### src/hw/rtl/bui_pkg.sv
// ----------------------------------------------------------------------------
// Bounded uniform integer package
// Widths, register indexes and shared types of the block.
// ----------------------------------------------------------------------------
package bui_pkg;
   localparam int WORD_W = 64;
   localparam int HALF_W = 32;
   localparam int IDX_W  = 2;
   localparam int CNT_W  = $clog2(WORD_W + 1);

   localparam logic [IDX_W-1:0] CSR_WIDTH_MODE   = 2'd0;
   localparam logic [IDX_W-1:0] CSR_RANGE_BOUND  = 2'd1;
   localparam logic [IDX_W-1:0] CSR_RANGE_OFFSET = 2'd2;

   typedef struct packed {
      logic              start;
      logic              mode;
      logic [WORD_W-1:0] bound;
   } thr_ctrl_type;

   typedef struct packed {
      logic              busy;
      logic [WORD_W-1:0] threshold;
   } thr_stat_type;
endpackage

### src/hw/rtl/bui_thresh.sv
// ----------------------------------------------------------------------------
// Rejection threshold unit
// Works out (2^n - bound) mod bound one quotient bit per cycle.
// ----------------------------------------------------------------------------
module bui_thresh (
   input  logic                  clock,
   input  logic                  reset,
   input  bui_pkg::thr_ctrl_type ctrl,
   output bui_pkg::thr_stat_type stat
);
   import bui_pkg::*;

   logic [WORD_W-1:0] num_ff, num_in;
   logic [WORD_W-1:0] rem_ff, rem_in;
   logic [WORD_W-1:0] div_ff, div_in;
   logic [WORD_W-1:0] thr_ff, thr_in;
   logic [CNT_W-1:0]  cnt_ff, cnt_in;
   logic [WORD_W:0]   trial;
   logic [HALF_W-1:0] neg_half;

   always_comb begin
      num_in   = num_ff;
      rem_in   = rem_ff;
      div_in   = div_ff;
      thr_in   = thr_ff;
      cnt_in   = cnt_ff;
      neg_half = HALF_W'(0) - ctrl.bound[HALF_W-1:0];
      trial    = {rem_ff, num_ff[WORD_W-1]};
      if (ctrl.start) begin
         rem_in = '0;
         if (ctrl.mode) begin
            num_in = WORD_W'(0) - ctrl.bound;
            div_in = ctrl.bound;
         end else begin
            num_in = {{(WORD_W-HALF_W){1'b0}}, neg_half};
            div_in = {{(WORD_W-HALF_W){1'b0}}, ctrl.bound[HALF_W-1:0]};
         end
         if (div_in == '0) begin
            thr_in = '0;
            cnt_in = '0;
         end else begin
            cnt_in = CNT_W'(WORD_W);
         end
      end else if (cnt_ff != '0) begin
         if (trial >= {1'b0, div_ff}) begin
            trial = trial - {1'b0, div_ff};
         end
         rem_in = trial[WORD_W-1:0];
         num_in = {num_ff[WORD_W-2:0], 1'b0};
         cnt_in = cnt_ff - CNT_W'(1);
         if (cnt_ff == CNT_W'(1)) begin
            thr_in = trial[WORD_W-1:0];
         end
      end
   end

   always_ff @(posedge clock) begin
      num_ff <= num_in;
      rem_ff <= rem_in;
      div_ff <= div_in;
      if (reset) begin
         thr_ff <= '0;
         cnt_ff <= '0;
      end else begin
         thr_ff <= thr_in;
         cnt_ff <= cnt_in;
      end
   end

   assign stat.busy      = ctrl.start || (cnt_ff != '0);
   assign stat.threshold = thr_ff;
endmodule

### config.mk
export PLATFORM = sky130hd
export DESIGN_NAME = bui_thresh
export DESIGN_NICKNAME = d
export VERILOG_FILES = /design/src/hw/rtl/bui_pkg.sv /design/src/hw/rtl/bui_thresh.sv
export SDC_FILE = /design/constraint.sdc
export NUM_CORES = 1
export LEC_CHECK = 0
export ABC_AREA = 1
export BUFFER_PORTS_ARGS = -buffer_cell sky130_fd_sc_hd__buf_2
export CORE_ASPECT_RATIO = 1.1
export CORE_MARGIN = 3
export CORE_UTILIZATION = 25
export CTS_CLUSTER_DIAMETER = 60
export DETAILED_ROUTE_END_ITERATION = 7
export SETUP_SLACK_MARGIN = 0.05
export SLEW_MARGIN = 40
export SYNTH_ARGS = -nofsm -noshare
export SYNTH_HDL_FRONTEND = slang
export SYNTH_SLANG_ARGS = --single-unit
### constraint.sdc
create_clock -name clock -period 7.05 [get_ports clock]
set_input_delay 1.7625 -clock clock [delete_from_list [all_inputs] [get_ports clock]]
set_output_delay 1.7625 -clock clock [all_outputs]
set_load 0.03 [all_outputs]
==> out/qor.csv <==
stage,metric,value,unit
clock_tree,cts-htree-levels,1,
critical_path,cp.arrival,2.85,ns
floorplanning,die_area,76100,µm²
synthesis,synth_top_area_cell,nand2_1,
clock_tree,clock_sinks,263,
place,dpl.hpwl,49600,µm
timing,rsz0062_at_grt,no,
clock_tree,clk_transition_reported_paths,0.06,ns
route,route.detailed.drc,0,
floorplanning,io_pins,133,
place,placedCellCount,3864,
timing,finalSetupTns,0,ns
route,drtPass1Iterations,5,
timing,clock_skew,0.0343,ns
timing,maxSlewHeadroom,46.2,%
global_route,globalRouteTotalUtil,15.6,%
floorplanning,start_util,25.3,%
synthesis,syn_area_per_cell,6.40,µm²
synthesis,synth_cell_type_count,48,
route,wire_per_inst,15.6,µm
timing,drv_slew,0,
clock_tree,ctsResizeCount,0,
critical_path,r2r_cells,17,
timing,post-route-period-util,65.4,%
worst_hold_path,min_path_type,register to register,
synthesis,ys_seq_elements,263,
timing,max_freq,217,MHz
synthesis,synth_cells,2844,
finish,final_area,20800,µm²
finish,fin_util,29.0,%
clock_tree,postCtsHoldBufs,0,
critical_path,worst_setup_path_end_kind,output port,
timing,finalHoldViolCount,0,
clock_tree,cts_tree,done,
power,cellPowerDensity,307,nW/µm²
global_route,antenna_found_initial,5,
global_route,first_global_vias,16300,
global_route,grt_max_degree,86,
power,leakage,10.3,nW
timing,worstMarginPinSlew,0.806,ns
timing,timing.final.ws_setup,2.44,ns
floorplanning,die_y,289,µm
worst_hold_path,hold_path_depth,2,
route,detail-route-antenna-nets,0,
clock_tree,cts_buffers,29,
timing,setup_violations,0,
critical_path,critPathRequiredTime,5.29,ns
finish,area_delta_synth_final,14.5,%
critical_path,cp-start-kind,input pin,
timing,hold_slack,0.460,ns
synthesis,yosysTopAreaCellShare,21.5,%
synthesis,yosysWarnings,0,
clock_tree,clk_path_buf_depth,3,
synthesis,ys_seq_area_share,36.0,%
route,vias,17200,
power,peakVddDrop,0.201,mV
clock_tree,cts_root_buf,clkbuf_16,
synthesis,syn_area,18200,µm²
power,power.total,6.39,mW
synthesis,syn_nets,2980,
floorplanning,placeableCoreArea,71900,µm²
synthesis,synth_edf_count,128,
global_route,grt_overflow,0,
global_route,grt_pass1_wl,93300,µm
place,dp_slack,1.66,ns
place,finalWeightedCongestion,0.967,
run,cap_violations,0,
timing,finalWorstPathRequiredPeriod,4.61,ns
critical_path,critPathKind,input pin to output port,
place,port_buffers,132,
route,viasPerCell,4.38,
place,dpl-instance-area,19800,µm²
finish,drive_gt1_share,9.18,%
route,drt_iter0_drc,1200,
status,status,"complete, no violations",
finish,fin_cells,3924,
synthesis,synth_ff_type,dfxtp_1,
synthesis,synthArstFlopShare,0,%
critical_path,path_max_fanout,33,
finish,nNetsFinal,3087,
floorplanning,die_w,263,µm
synthesis,yosys-top-cells-area,"nand2_1, edfxtp_1, dfxtp_1, inv_1, nand3_1",
route,finalWirelength,61200,µm
clock_tree,worst_skew_pair.late_latency,0.59,ns
floorplanning,rows,103,
clock_tree,cts_setup_buffers,0,
placed cells by master, fill, tap and decap left out, types with 7 or more instances in the layout:
cell       instances
nor2_2            14
buf_2            131
xor2_1            23
or2_2              7
clkbuf_16         31
ha_1              67
inv_2             25
nor4_1            22
nor3_1            31
buf_4              7
nand4_1           18
nor2_1           194
nand2_1         1043
xnor2_1           30
inv_1            534
o21ai_1           19
dfxtp_1          135
a21oi_1          124
nand3b_1           8
o21ai_0          124
nand3_1          174
nand2_2           19
edfxtp_1         128
cell type report:
class / instances / area [µm²]
multi-input combinational: 1953 / 9210
clock inverter: 13 / 126
sequential: 263 / 6550
antenna: 5 / 12.5
clock buffer: 41 / 875
timing repair buffer: 142 / 771
fill: 8159 / 51100
tap: 945 / 1180
inverter: 562 / 2110
worst paths after layout:
path	end	slack, ns	startpoint
max reg2reg	thr_ff[44]$_SDFFE_PP0P_	3.38	div_ff[46]$_DFFE_PP_
min	thr_ff[31]$_SDFFE_PP0P_	0.46	thr_ff[31]$_SDFFE_PP0P_
min reg2reg	thr_ff[31]$_SDFFE_PP0P_	0.46	thr_ff[31]$_SDFFE_PP0P_
max	stat[64]	2.44	ctrl[65]
cell families (layout without fill, tap and decap cells):
family                     Yosys count  count (layout)  share of synthesized area (%)
DFF                                263             263                           36.0
and+or+nand+nor                   1551            1551                           35.3
other                                0               5                              0
adders and majority gates           68              68                           4.72
buffers and inverters              628             758                           13.5
xor gates and xnor gates            53              53                           2.55
AOI/OAI and AO/OA                  281             281                           7.94
registers in the layout, indices dropped and copies added, names as in the netlist:
signal / flops
rem_ff: 64
thr_ff: 64
div_ff: 64
cnt_ff: 7
num_ff: 64
report_power, final:
| part | switching [mW] | internal, mW |
|---|---|---|
| Clock | 0.659 | 0.910 |
| Combinational | 1.94 | 0.794 |
| Sequential | 0.148 | 1.94 |
critical path, stage by stage:
cell	delay, ns
buf_4	0.38
nor2_2	0.07
buf_4	0.25
inv_4	0.14
buf_2	0.21
synth_stat cells, types with 2 or more instances:
cell type  number
a21o_1          2
a21oi_1       124
a32o_1          2
and2_1          4
buf_1           8
buf_2          19
buf_4           4
buf_6           8
clkbuf_1       27
clkinv_1        2
dfxtp_1       135
edfxtp_1      128
ha_1           67
inv_1         535
inv_2          25
nand2_1      1043
nand2_2        19
nand3_1       174
nand3_2         2
nand3b_1        8
nand4_1        18
nor2_1        195
nor2_2         14
nor2_4          5
nor3_1         31
nor3_2          2
nor4_1         22
o21ai_0       124
o21ai_1        19
o21bai_1        3
or2_2           7
xnor2_1        30
xor2_1         23
per-layer routing:
metal / GRT usage (%) / share of wire, % / up-vias
met1: 19.9 / 45 / 7635
met2: 27.2 / 47 / 425
met5: 0 / 0 / -
met3: 1.58 / 4.5 / 104
met4: 6.15 / 4.0 / 0
li1: - / - / 9024
Note: power is estimated with default switching activity, not from simulation.
